$ cat config.mk
export PLATFORM = sky130hd
export DESIGN_NAME = fit_policy_free_list_allocator
export DESIGN_NICKNAME = d
export VERILOG_FILES = /design/src/sv/fpa_pkg.sv /design/src/sv/fpa_cell.sv /design/src/sv/fit_policy_free_list_allocator.sv
export SDC_FILE = /design/constraint.sdc
export NUM_CORES = 2
export LEC_CHECK = 0
export ABC_AREA = 1
export CORE_ASPECT_RATIO = 0.7
export CORE_MARGIN = 4
export CORE_UTILIZATION = 40
export CTS_BUF_LIST = sky130_fd_sc_hd__clkbuf_8
export CTS_CLUSTER_DIAMETER = 80
export DETAILED_ROUTE_END_ITERATION = 10
export DONT_BUFFER_PORTS = 1
export MAX_ROUTING_LAYER = met4
export PLACE_DENSITY = 0.59
export SLEW_MARGIN = 25
export SYNTH_ARGS = -nofsm -noshare
export SYNTH_HDL_FRONTEND = slang
export SYNTH_SLANG_ARGS = --single-unit
$ cat constraint.sdc
create_clock -name clk -period 4.7 [get_ports clk]
set_input_delay 0.235 -clock clk [delete_from_list [all_inputs] [get_ports clk]]
set_output_delay 0.235 -clock clk [all_outputs]
set_load 0.02 [all_outputs]
$ cat src/sv/fpa_pkg.sv
`timescale 1ns / 1ps
// Shared types and constants for the fit-policy free-list allocator.
// No dependencies; imported by fpa_cell and fit_policy_free_list_allocator.
package fpa_pkg;

	localparam int TABLE_DEPTH = 16;
	localparam int ADDR_BITS   = 16;
	localparam int AMT_W       = 16;
	localparam int IDX_W       = $clog2(TABLE_DEPTH);
	localparam int CNT_W       = $clog2(TABLE_DEPTH + 1);

	// request opcodes
	localparam logic [1:0] OP_INSERT = 2'd0;
	localparam logic [1:0] OP_BEST   = 2'd1;
	localparam logic [1:0] OP_FIRST  = 2'd2;
	localparam logic [1:0] OP_WORST  = 2'd3;

	// response status codes
	localparam logic [1:0] ST_ALLOC    = 2'd0;
	localparam logic [1:0] ST_NOFIT    = 2'd1;
	localparam logic [1:0] ST_INSERTED = 2'd2;
	localparam logic [1:0] ST_FULL     = 2'd3;

	// table update commands broadcast to every cell
	localparam logic [1:0] CMD_HOLD  = 2'd0;
	localparam logic [1:0] CMD_PUSH  = 2'd1;
	localparam logic [1:0] CMD_PULL  = 2'd2;
	localparam logic [1:0] CMD_CARVE = 2'd3;

	// one free-region entry
	typedef struct packed {
		logic                 valid;
		logic [ADDR_BITS-1:0] base;
		logic [AMT_W-1:0]     len;
	} entry_t;

	// best-so-far candidate carried along the chain
	typedef struct packed {
		logic                 found;
		logic [IDX_W-1:0]     pick;
		logic [ADDR_BITS-1:0] pbase;
		logic [AMT_W-1:0]     plen;
	} tok_t;

	// search policy and request size, broadcast during a scan
	typedef struct packed {
		logic [1:0]       policy;
		logic [AMT_W-1:0] amount;
	} search_t;

	// table update command
	typedef struct packed {
		logic [1:0]       code;
		logic [IDX_W-1:0] pick;
		logic [AMT_W-1:0] amount;
	} cmd_t;

endpackage

$ cat src/sv/fpa_cell.sv
`timescale 1ns / 1ps
// One table cell: holds a free region and evaluates the search word passing through.
// Depends on fpa_pkg.
module fpa_cell
	import fpa_pkg::*;
(
	input  logic             clk,
	input  logic             arst_n,
	input  logic [IDX_W-1:0] idx,
	input  search_t          srch,
	input  cmd_t             cmd,
	input  entry_t           left_ent,
	input  entry_t           right_ent,
	input  logic             left_tok_vld,
	input  tok_t             left_tok,
	output entry_t           ent,
	output logic             tok_vld,
	output tok_t             tok
);

	entry_t ent_q;
	logic   tok_vld_q;
	tok_t   tok_q;
	logic   fits;
	logic   better;
	logic   take;
	tok_t   tok_next;

	assign ent     = ent_q;
	assign tok_vld = tok_vld_q;
	assign tok     = tok_q;

	// candidate compare against the word coming from the left
	always_comb begin
		fits   = ent_q.valid && (ent_q.len >= srch.amount);
		better = ((srch.policy == OP_BEST) && (ent_q.len < left_tok.plen)) ||
			((srch.policy == OP_WORST) && (ent_q.len > left_tok.plen));
		take   = fits && (!left_tok.found || better);
		tok_next = left_tok;
		if (take) begin
			tok_next.found = 1'b1;
			tok_next.pick  = idx;
			tok_next.pbase = ent_q.base;
			tok_next.plen  = ent_q.len;
		end
	end

	// search word register, one cell per cycle
	always_ff @(posedge clk or negedge arst_n) begin
		if (!arst_n) begin
			tok_vld_q <= 1'b0;
		end else begin
			tok_vld_q <= left_tok_vld;
		end
	end

	always_ff @(posedge clk) begin
		if (left_tok_vld) begin
			tok_q <= tok_next;
		end
	end

	// entry update: shift toward tail, shift toward head, or carve in place
	always_ff @(posedge clk or negedge arst_n) begin
		if (!arst_n) begin
			ent_q <= '0;
		end else begin
			unique case (cmd.code)
				CMD_HOLD: begin
					ent_q <= ent_q;
				end
				CMD_PUSH: begin
					ent_q <= left_ent;
				end
				CMD_PULL: begin
					if (idx >= cmd.pick) begin
						ent_q <= right_ent;
					end
				end
				CMD_CARVE: begin
					if (idx == cmd.pick) begin
						ent_q.len  <= ent_q.len - cmd.amount;
						ent_q.base <= ent_q.base + ADDR_BITS'(cmd.amount);
					end
				end
				default: begin
					ent_q <= ent_q;
				end
			endcase
		end
	end

endmodule

$ cat src/sv/fit_policy_free_list_allocator.sv
`timescale 1ns / 1ps
// Fit-policy free-list allocator top level: controller, cell chain, response register.
// Depends on fpa_pkg and fpa_cell.
//
// Keeps up to TABLE_DEPTH free regions in a row of cells, head at cell 0. On an insert
// the whole row shifts one cell toward the tail at once. An allocation (best, first or
// worst fit) goes through these steps: the search word is launched, walks the row one
// cell per clock, always through every cell, the result is taken from the tail, and
// the update (carve in place or shift toward the head) is applied. The response
// sits in an output register, so a new request is taken while an earlier response is
// still stalled; a finished request waits in its last step only if that register is full.
module fit_policy_free_list_allocator
	import fpa_pkg::*;
(
	input  logic                 clk,
	input  logic                 arst_n,
	input  logic                 req_valid,
	output logic                 req_stall,
	input  logic [1:0]           opcode,
	input  logic [ADDR_BITS-1:0] region_start,
	input  logic [AMT_W-1:0]     amount,
	output logic                 rsp_valid,
	input  logic                 rsp_stall,
	output logic [1:0]           status,
	output logic [ADDR_BITS-1:0] granted_start
);

	localparam logic [1:0] S_IDLE = 2'd0;
	localparam logic [1:0] S_SCAN = 2'd1;
	localparam logic [1:0] S_FIN  = 2'd2;

	logic [1:0]           state_q;
	logic [1:0]           op_q;
	logic [ADDR_BITS-1:0] start_q;
	logic [AMT_W-1:0]     amount_q;
	logic                 launch_q;
	logic [CNT_W-1:0]     count_q;
	logic                 out_vld_q;
	logic [1:0]           status_q;
	logic [ADDR_BITS-1:0] granted_q;

	logic    req_acc;
	logic    out_free;
	logic    finish;
	search_t srch;
	cmd_t    cmd;
	entry_t  new_ent;
	tok_t    tail_tok;
	logic    tail_vld;
	logic [1:0]           fin_status;
	logic [ADDR_BITS-1:0] fin_granted;
	logic [CNT_W-1:0]     fin_count;

	entry_t ent     [TABLE_DEPTH];
	logic   tok_vld [TABLE_DEPTH];
	tok_t   tok     [TABLE_DEPTH];
	logic [TABLE_DEPTH-1:0] valid_vec;

	assign req_stall     = (state_q != S_IDLE);
	assign req_acc       = req_valid && !req_stall;
	assign out_free      = !out_vld_q || !rsp_stall;
	assign finish        = (state_q == S_FIN) && out_free;
	assign rsp_valid     = out_vld_q;
	assign status        = status_q;
	assign granted_start = granted_q;

	assign srch.policy = op_q;
	assign srch.amount = amount_q;

	assign new_ent.valid = 1'b1;
	assign new_ent.base  = start_q;
	assign new_ent.len   = amount_q;

	assign tail_tok = tok[TABLE_DEPTH-1];
	assign tail_vld = tok_vld[TABLE_DEPTH-1];

	// cell chain
	for (genvar i = 0; i < TABLE_DEPTH; i++) begin : g_cell
		entry_t l_ent;
		entry_t r_ent;
		logic   l_vld;
		tok_t   l_tok;

		if (i == 0) begin : g_head
			assign l_ent = new_ent;
			assign l_vld = launch_q;
			assign l_tok = '0;
		end else begin : g_mid
			assign l_ent = ent[i-1];
			assign l_vld = tok_vld[i-1];
			assign l_tok = tok[i-1];
		end

		if (i == TABLE_DEPTH - 1) begin : g_tail
			assign r_ent = '0;
		end else begin : g_body
			assign r_ent = ent[i+1];
		end

		assign valid_vec[i] = ent[i].valid;

		fpa_cell u_cell (
			.clk          (clk),
			.arst_n       (arst_n),
			.idx          (IDX_W'(i)),
			.srch         (srch),
			.cmd          (cmd),
			.left_ent     (l_ent),
			.right_ent    (r_ent),
			.left_tok_vld (l_vld),
			.left_tok     (l_tok),
			.ent          (ent[i]),
			.tok_vld      (tok_vld[i]),
			.tok          (tok[i])
		);
	end

	// final decision: table command, response and new count
	always_comb begin
		cmd.code    = CMD_HOLD;
		cmd.pick    = tail_tok.pick;
		cmd.amount  = amount_q;
		fin_status  = ST_NOFIT;
		fin_granted = '0;
		fin_count   = count_q;
		if (op_q == OP_INSERT) begin
			if (count_q == CNT_W'(TABLE_DEPTH)) begin
				fin_status = ST_FULL;
			end else begin
				fin_status = ST_INSERTED;
				if (finish) begin
					cmd.code = CMD_PUSH;
				end
				fin_count = count_q + CNT_W'(1);
			end
		end else if (tail_tok.found) begin
			fin_status  = ST_ALLOC;
			fin_granted = tail_tok.pbase;
			if (tail_tok.plen == amount_q) begin
				if (finish) begin
					cmd.code = CMD_PULL;
				end
				fin_count = count_q - CNT_W'(1);
			end else if (finish) begin
				cmd.code = CMD_CARVE;
			end
		end
	end

	// request capture
	always_ff @(posedge clk) begin
		if (req_acc) begin
			op_q     <= opcode;
			start_q  <= region_start;
			amount_q <= amount;
		end
	end

	// sequencer
	always_ff @(posedge clk or negedge arst_n) begin
		if (!arst_n) begin
			state_q  <= S_IDLE;
			launch_q <= 1'b0;
			count_q  <= '0;
		end else begin
			launch_q <= req_acc && (opcode != OP_INSERT);
			unique case (state_q)
				S_IDLE: begin
					if (req_acc) begin
						state_q <= (opcode == OP_INSERT) ? S_FIN : S_SCAN;
					end
				end
				S_SCAN: begin
					if (tail_vld) begin
						state_q <= S_FIN;
					end
				end
				S_FIN: begin
					if (out_free) begin
						state_q <= S_IDLE;
						count_q <= fin_count;
					end
				end
				default: begin
					state_q <= S_IDLE;
				end
			endcase
		end
	end

	// response register
	always_ff @(posedge clk or negedge arst_n) begin
		if (!arst_n) begin
			out_vld_q <= 1'b0;
		end else if (finish) begin
			out_vld_q <= 1'b1;
		end else if (!rsp_stall) begin
			out_vld_q <= 1'b0;
		end
	end

	always_ff @(posedge clk) begin
		if (finish) begin
			status_q  <= fin_status;
			granted_q <= fin_granted;
		end
	end

	// checks
	a_count_range: assert property (@(posedge clk) disable iff (!arst_n)
		count_q <= CNT_W'(TABLE_DEPTH))
		else $error("region count above table depth");

	a_count_match: assert property (@(posedge clk) disable iff (!arst_n)
		$countones(valid_vec) == int'(count_q))
		else $error("valid cells disagree with region count");

	a_tail_in_scan: assert property (@(posedge clk) disable iff (!arst_n)
		tail_vld |-> (state_q == S_SCAN))
		else $error("search word left the chain outside a scan");

	a_finish_idle: assert property (@(posedge clk) disable iff (!arst_n)
		finish |=> (state_q == S_IDLE) && out_vld_q)
		else $error("finished request did not load the response");

	a_full_drop: assert property (@(posedge clk) disable iff (!arst_n)
		(finish && (op_q == OP_INSERT) && (count_q == CNT_W'(TABLE_DEPTH)))
		|=> (status_q == ST_FULL) && (count_q == $past(count_q)))
		else $error("insert into full table not dropped");

endmodule
After elaboration in Yosys (flattened, before gate mapping)
Cells that the tools add are included.
{"block": "word_totals", "register_bits": 1197, "in_bits": 38}
{"block": "op_classes", "addsub": 34, "magnitude_cmp": 62, "n_eq_ne": 61, "n_mux": 101, "n_bitwise": 2, "reduce_logical": 158}
{"operator": "$pmux W32 S3", "count": 16}
{"operator": "$mux W32", "count": 31}
{"operator": "$mux W33", "count": 16}
{"operator": "$add A16 B16 Y16", "count": 16}
{"operator": "$ge A16 B16 Y1", "count": 16}
{"operator": "$sub A16 B16 Y16", "count": 16}
{"operator": "$gt A16 B16 Y1", "count": 15}
{"operator": "$lt A16 B16 Y1", "count": 15}
{"operator": "$ne A2 B1 Y1 const B", "count": 34}
{"operator": "$logic_and A1 B1 Y1", "count": 64}
{"operator": "$reduce_and A3 Y1", "count": 17}
{"operator": "$mux W37", "count": 1}
{"operator": "$eq A4 B4 Y1 const A", "count": 8}
{"operator": "$ge A4 B4 Y1 const A", "count": 8}
{"operator": "$pmux W1 S2", "count": 16}
{"operator": "$reduce_and A2 Y1", "count": 16}
{"operator": "$logic_or A1 B1 Y1", "count": 31}
{"operator": "$mux W2", "count": 10}
{"operator": "$mux W5", "count": 4}
{"operator": "$logic_not A1 Y1", "count": 18}
{"operator": "$eq A16 B16 Y1", "count": 1}
{"operator": "$eq A3 B4 Y1 const A", "count": 4}
{"operator": "$ge A3 B4 Y1 const A", "count": 4}
{"operator": "$reduce_bool A2 Y1", "count": 5}
{"operator": "other kinds (17)", "count": 36}

Depth between registers and ports, before layout
{"block": "logic_depth", "word_depth": 10, "mapped_depth": 19}

Cells and area by module
A second synthesis with hierarchy kept.
{"block": "hier_totals", "hier_cells": 13662, "hier_area_um2": 99679.4}
{"module": "fpa_cell (g_cell[10].u_cell ...)", "instances": 7, "cells_per_inst": 836, "area_per_inst_um2": 6083.3, "seq_area_each_um2": 1961.9}
{"module": "fpa_cell (g_cell[5].u_cell ...)", "instances": 3, "cells_per_inst": 841, "area_per_inst_um2": 6059.6, "seq_area_each_um2": 1961.9}
{"module": "fpa_cell (g_cell[0].u_cell ...)", "instances": 2, "cells_per_inst": 834, "area_per_inst_um2": 5995.8, "seq_area_each_um2": 1961.9}
{"module": "fpa_cell (g_cell[14].u_cell)", "instances": 1, "cells_per_inst": 842, "area_per_inst_um2": 6093.3, "seq_area_each_um2": 1961.9}
{"module": "fpa_cell (g_cell[9].u_cell)", "instances": 1, "cells_per_inst": 853, "area_per_inst_um2": 6085.8, "seq_area_each_um2": 1961.9}
{"module": "fpa_cell (g_cell[13].u_cell)", "instances": 1, "cells_per_inst": 838, "area_per_inst_um2": 6080.8, "seq_area_each_um2": 1961.9}
{"module": "fpa_cell (g_cell[8].u_cell)", "instances": 1, "cells_per_inst": 837, "area_per_inst_um2": 6028.3, "seq_area_each_um2": 1961.9}
{"module": "fit_policy_free_list_allocator", "instances": 1, "cells_per_inst": 249, "area_per_inst_um2": 2637.5, "seq_area_each_um2": 1786.7}

Worst setup path before layout
Ideal clock, no wire load.
{"block": "synth_timing", "path_type": "register to register", "startpoint": "register amount_q[1]", "endpoint": "register g_cell[14].u_cell.tok_q (netlist bit g_cell[14].u_cell.tok[33]), data pin", "arrival_ns": 3.912, "setup_slack_ns": 0.535, "path_stages_with_launch": 12, "path_buffers": 1, "period_less_slack_ns": 4.165, "cell_sequence": "edfxtp_1 -> inv_1 -> fa_1 -> nand3_1 -> nand3_1 -> nand3_1 -> nand3_1 -> nor2_1 -> nor2_4 -> nand2_2 -> buf_6 -> nand2_1"}
{"block": "synth_between", "elab_chain_len": 3}
{"element": "start, declared", "line": "fit_policy_free_list_allocator.sv:35", "source": "logic [AMT_W-1:0] amount_q;"}
{"element": "start signal, assigned", "line": "fit_policy_free_list_allocator.sv:155", "source": "amount_q <= amount;"}
{"element": "$ge A16 B16 Y1", "line": "fpa_cell.sv:35", "source": "fits = ent_q.valid && (ent_q.len >= srch.amount);"}
{"element": "$logic_and A1 B1 Y1", "line": "fpa_cell.sv:35"}
{"element": "$logic_and A1 B1 Y1", "line": "fpa_cell.sv:38", "source": "take = fits && (!left_tok.found || better);"}
{"element": "end signal, assigned", "line": "fpa_cell.sv:59", "source": "tok_q <= tok_next;"}
{"element": "end, declared", "line": "fpa_cell.sv:23", "source": "tok_t tok_q;"}
Every way passes these cells.
A chain may end at the register's enable or synchronous reset.

Worst setup path in the final report
{"block": "layout_timing", "startpoint": "register amount_q[12]", "endpoint": "register g_cell[4].u_cell.tok_q (netlist bit g_cell[4].u_cell.tok[32]), data pin"}
{"block": "layout_between", "elab_chain_len": 3}
{"element": "$ge A16 B16 Y1", "line": "fpa_cell.sv:35"}
{"element": "$logic_and A1 B1 Y1", "line": "fpa_cell.sv:35"}
{"element": "$logic_and A1 B1 Y1", "line": "fpa_cell.sv:38"}
{"element": "net g_cell[4].u_cell.take", "line": "fpa_cell.sv:26", "source": "logic take;"}
{"element": "end signal, assigned", "line": "fpa_cell.sv:59"}
{"element": "end, declared", "line": "fpa_cell.sv:23"}
The timed path passes the listed nets, and every way through them passes these cells.

==> PnR_summary.wiki <==
{| class="wikitable"
! Metric !! Value
|-
| Fraction of layout instances using a drive strength above 1 || 6.01%
|-
| Std cell rows || 142
|-
| Buffer levels on the longest clock path || 4
|-
| Most used flip-flop cell after synthesis || edfxtp_1
|-
| Area grow syn2layout || 9.86%
|-
| Aggregate routed wire length || 357000 µm
|-
| Average wire per standard cell || 24.9 µm
|-
| Via count of the first global-routing pass || 78200
|-
| Clock-pin slew on the worst setup and hold paths || 0.07 ns
|-
| Pin count of the biggest net entering global routing || 150
|-
| Register-to-register setup slack || 0.33 ns
|-
| Startpoint class of the critical path || register
|-
| Root buffer selected by CTS || clkbuf_8
|-
| Post-layout minimum cycle time || 4.37 ns
|-
| Final standard cell count with taps included and fillers excluded || 14400
|-
| Ratio of routed vias to standard cells || 5.89
|-
| Setup slack after layout || 0.329 ns
|-
| Final Skew || 0.0751 ns
|-
| Final Max Slew Viols || 0
|-
| Crit Path Class || reg -> reg
|-
| Worst path buffer plus inverter count || 4
|-
| Number of antenna violations at the first check in global routing || 9
|-
| Clock tree sinks || 1182
|-
| Std-Cell Core Area || 214000 µm²
|-
| TritonCTS Buffers || 209
|-
| TritonRoute pass-1 iters || 10
|-
| Distinct cell type count of the synthesized netlist || 56
|-
| Initial cell density of the core || 40.2%
|-
| Number of storage elements in the synthesis netlist || 1182
|-
| # resized after CTS || 0
|-
| Endpoints failing hold || 0
|-
| Share of synthesized flip-flops with an asynchronous set or reset || 46.8%
|-
| Total Neg Setup Slack || 0 ns
|-
| Worst-Margin Slew || 1.16 ns
|-
| Detailed-route DRC error count || 0
|-
| Initial drt markers || 10000
|-
| Number of enable flip-flop cells after synthesis || 629
|-
| Gate family responsible for the most delay along the worst path || simple AND/OR/NAND/NOR gates
|-
| Worst reg2reg startpoint || amount_q[12]
|-
| Full die area || 222000 µm²
|-
| Post-CTS Setup Inserts || 0
|-
| Number of synthesis warnings || 0
|-
| Power density of the placed cells || 760 nW/µm²
|-
| Clock insertion delay at the later pin of the skew report || 1.00 ns
|-
| Top-level port count || 58
|-
| Vias after detailed routing || 84700
|-
| Final weighted congestion of routability-driven global placement || 0.989
|-
| Endpoint of the most critical register-to-register path || g_cell[4].u_cell.tok[32]
|-
| Max H-tree Level || 4
|-
| Width of the die || 562 µm
|-
| Cell count along the critical path || 12
|-
| Congestion Overflow GR || 0
|-
| Chain of cells forming the critical path || inv_2 -> buf_4 -> ha_1 -> nand2_1 -> inv_1 -> nand3_1 -> nor3_1 -> nand2_1 -> a21oi_4 -> nand2_2 -> inv_1 -> nor2_1
|-
| Commonest non-fill, non-tap cells in the layout || 3138 x nand2_1, 1124 x nand3_1, 1064 x a21oi_1
|-
| TritonCTS clock tree || built
|-
| Worst path arrival time || 5.08 ns
|-
| Result of the run || finished clean
|-
| Post-Syn Area per Cell || 7.64 µm²
|-
| Fmax achieved || 229 MHz
|-
| Max Fanout on Critical Path || 34
|-
| All-Layer GR Usage || 32.0%
|-
| Final Setup Violations || 0
|-
| Detailed placer's ending HPWL || 261000 µm
|-
| Sequential share of the synthesized area || 38.1%
|-
| Design area || 94400 µm²
|-
| Netlist Area Pre-Place || 85900 µm²
|-
| Setup repair after global routing missed its margin || no
|-
| First-pass GRT wire length || 523000 µm
|-
| Fill cells || 21400
|-
| Maximum capacitance violations || 0
|-
| Number of routed nets with antenna violations || 0
|-
| Max stage delay cell, worst path || a21oi_4
|-
| Worst VDD drop || 0.381 mV
|-
| Worst setup endpoint || g_cell[4].u_cell.tok[32]
|-
| Buffers added on ports || 0
|-
| Leading cell type in the layout, fill and taps excluded || nand2_1
|-
| Net total in the final layout || 12100
|-
| Dpl ws || 0.555 ns
|-
| Total nets after synthesis || 12100
|-
| Gate Count Post-Synth || 11200
|-
| CP required || 5.41 ns
|-
| Die height || 396 µm
|-
| Relative slew margins || 22.8%
|-
| CP Launch Point || amount_q[12]
|-
| Endpoint kind of the worst setup timing path || register
|-
| Portion of the clock cycle consumed by the worst path in the final layout || 93.0%
|-
| Hold Slack || 0.144 ns
|-
| Static Leak || 42.6 nW
|-
| Worst Hold Class || in -> reg
|-
| R2R cell count || 12
|-
| Post-Place Cells || 13900
|-
| Longest individual stage delay on the worst path || 0.77 ns
|-
| Placed Area || 89400 µm²
|}
==> routing by layer <==
metal,share of wire (%),vias up,GRT usage (%)
met5,0,-,-
met4,4.2,0,11.7
met2,41,4374,44.3
met1,44,40400,45.0
met3,11,828,7.88
li1,-,39000,-
==> sequential cells by signal, indices dropped and copies added, names as in the netlist <==
name and flops:
g_cell.u_cell.tok_vld 16, g_cell.l_vld 1, g_cell.u_cell.tok 577, state_q 2, amount_q 16, op_q 2
status 2, rsp_valid 1, granted_start 16, start_q 16, g_cell.u_cell.ent 528, count_q 5
==> through the flow <==
stage	utilization, %	power, W
floorplan	-	0.0466
global placement	41.7	0.0596
detailed placement	41.8	0.0604
CTS	44.1	0.0707
global route	44.1	0.0771
finish	44.2	0.0718
==> how the worst min path moves through the flow <==
| stage | startpoint | to | slack, ns | cells after the start |
|---|---|---|---|---|
| after global placement | arst_n | g_cell[5].u_cell.ent[11] | 0.01 | 0 |
| after floorplan | arst_n | count_q[0] | -0.06 | 0 |
| after detailed placement | arst_n | g_cell[5].u_cell.ent[11] | 0.22 | 1 |
| after global routing | req_valid | state_q[1] | 0.13 | 3 |
| final | req_valid | state_q[1] | 0.14 | 3 |
| after CTS | req_valid | state_q[1] | 0.04 | 3 |
==> worst min-delay path: cells and delay by family <==
| family | cells | cell delay (ns) |
|---|---|---|
| compound gates | 2 | 0.24 |
| buf+inv | 1 | 0.57 |
==> synthesized netlist by cell type (43+ instances only) <==
library cell | number | area, µm²
nand2_1 | 3140 | 11800
nand3_1 | 1124 | 5630
a21oi_1 | 1065 | 5330
nor2_1 | 965 | 3620
inv_1 | 941 | 3530
ha_1 | 743 | 9300
edfxtp_1 | 629 | 18900
dfrtp_1 | 553 | 13800
o21ai_0 | 460 | 2300
a221oi_1 | 258 | 2260
buf_2 | 209 | 1050
nand3b_1 | 150 | 1130
clkbuf_1 | 138 | 518
or2_2 | 95 | 594
o221ai_1 | 68 | 596
a22oi_1 | 49 | 368
a21o_1 | 46 | 345
nor4_1 | 45 | 282
nand4_1 | 44 | 275
a41oi_1 | 43 | 377
==> power by group <==
group | total [W] | internal (W) | leakage [nW] | switching [W]
Combinational | 0.0390 | 0.0128 | 28.1 | 0.0262
Sequential | 0.0227 | 0.0158 | 12.0 | 0.00690
Clock | 0.0101 | 0.00520 | 2.44 | 0.00488
Total | 0.0718 | 0.0338 | 42.6 | 0.0379
==> kinds of logic (layout without fill, tap and decap cells) <==
family,after synthesis,after routing,share of synthesized area (%)
xor gates and xnor gates,37,37,0.377
other,0,9,0
adders and majority gates,776,776,11.6
and+or+nand+nor,5660,5660,27.9
AOI/OAI and AO/OA,2191,2191,15.2
muxes,1,1,0.0117
DFF,1182,1182,38.1
buffers and inverters,1392,1631,6.77
==> layout make-up <==
type | count | area, µm² | share of cell area, %
Antenna cell | 9 | 22.5 | 0.0239
Tap cell | 2880 | 3600 | 3.82
Clock inverter | 134 | 800 | 0.847
Inverter | 976 | 3670 | 3.89
Sequential cell | 1182 | 32700 | 34.7
Clock buffer | 244 | 3360 | 3.56
Multi-Input combinational cell | 8665 | 47400 | 50.3
Timing Repair Buffer | 277 | 2750 | 2.91
==> timing repair <==
item / in CTS / in global routing
setup endpoints to repair: 0 / 0
hold endpoints to repair: 292 / 0
hold buffers: 75 / 0
No activity file was read; power rests on OpenSTA's default activity.
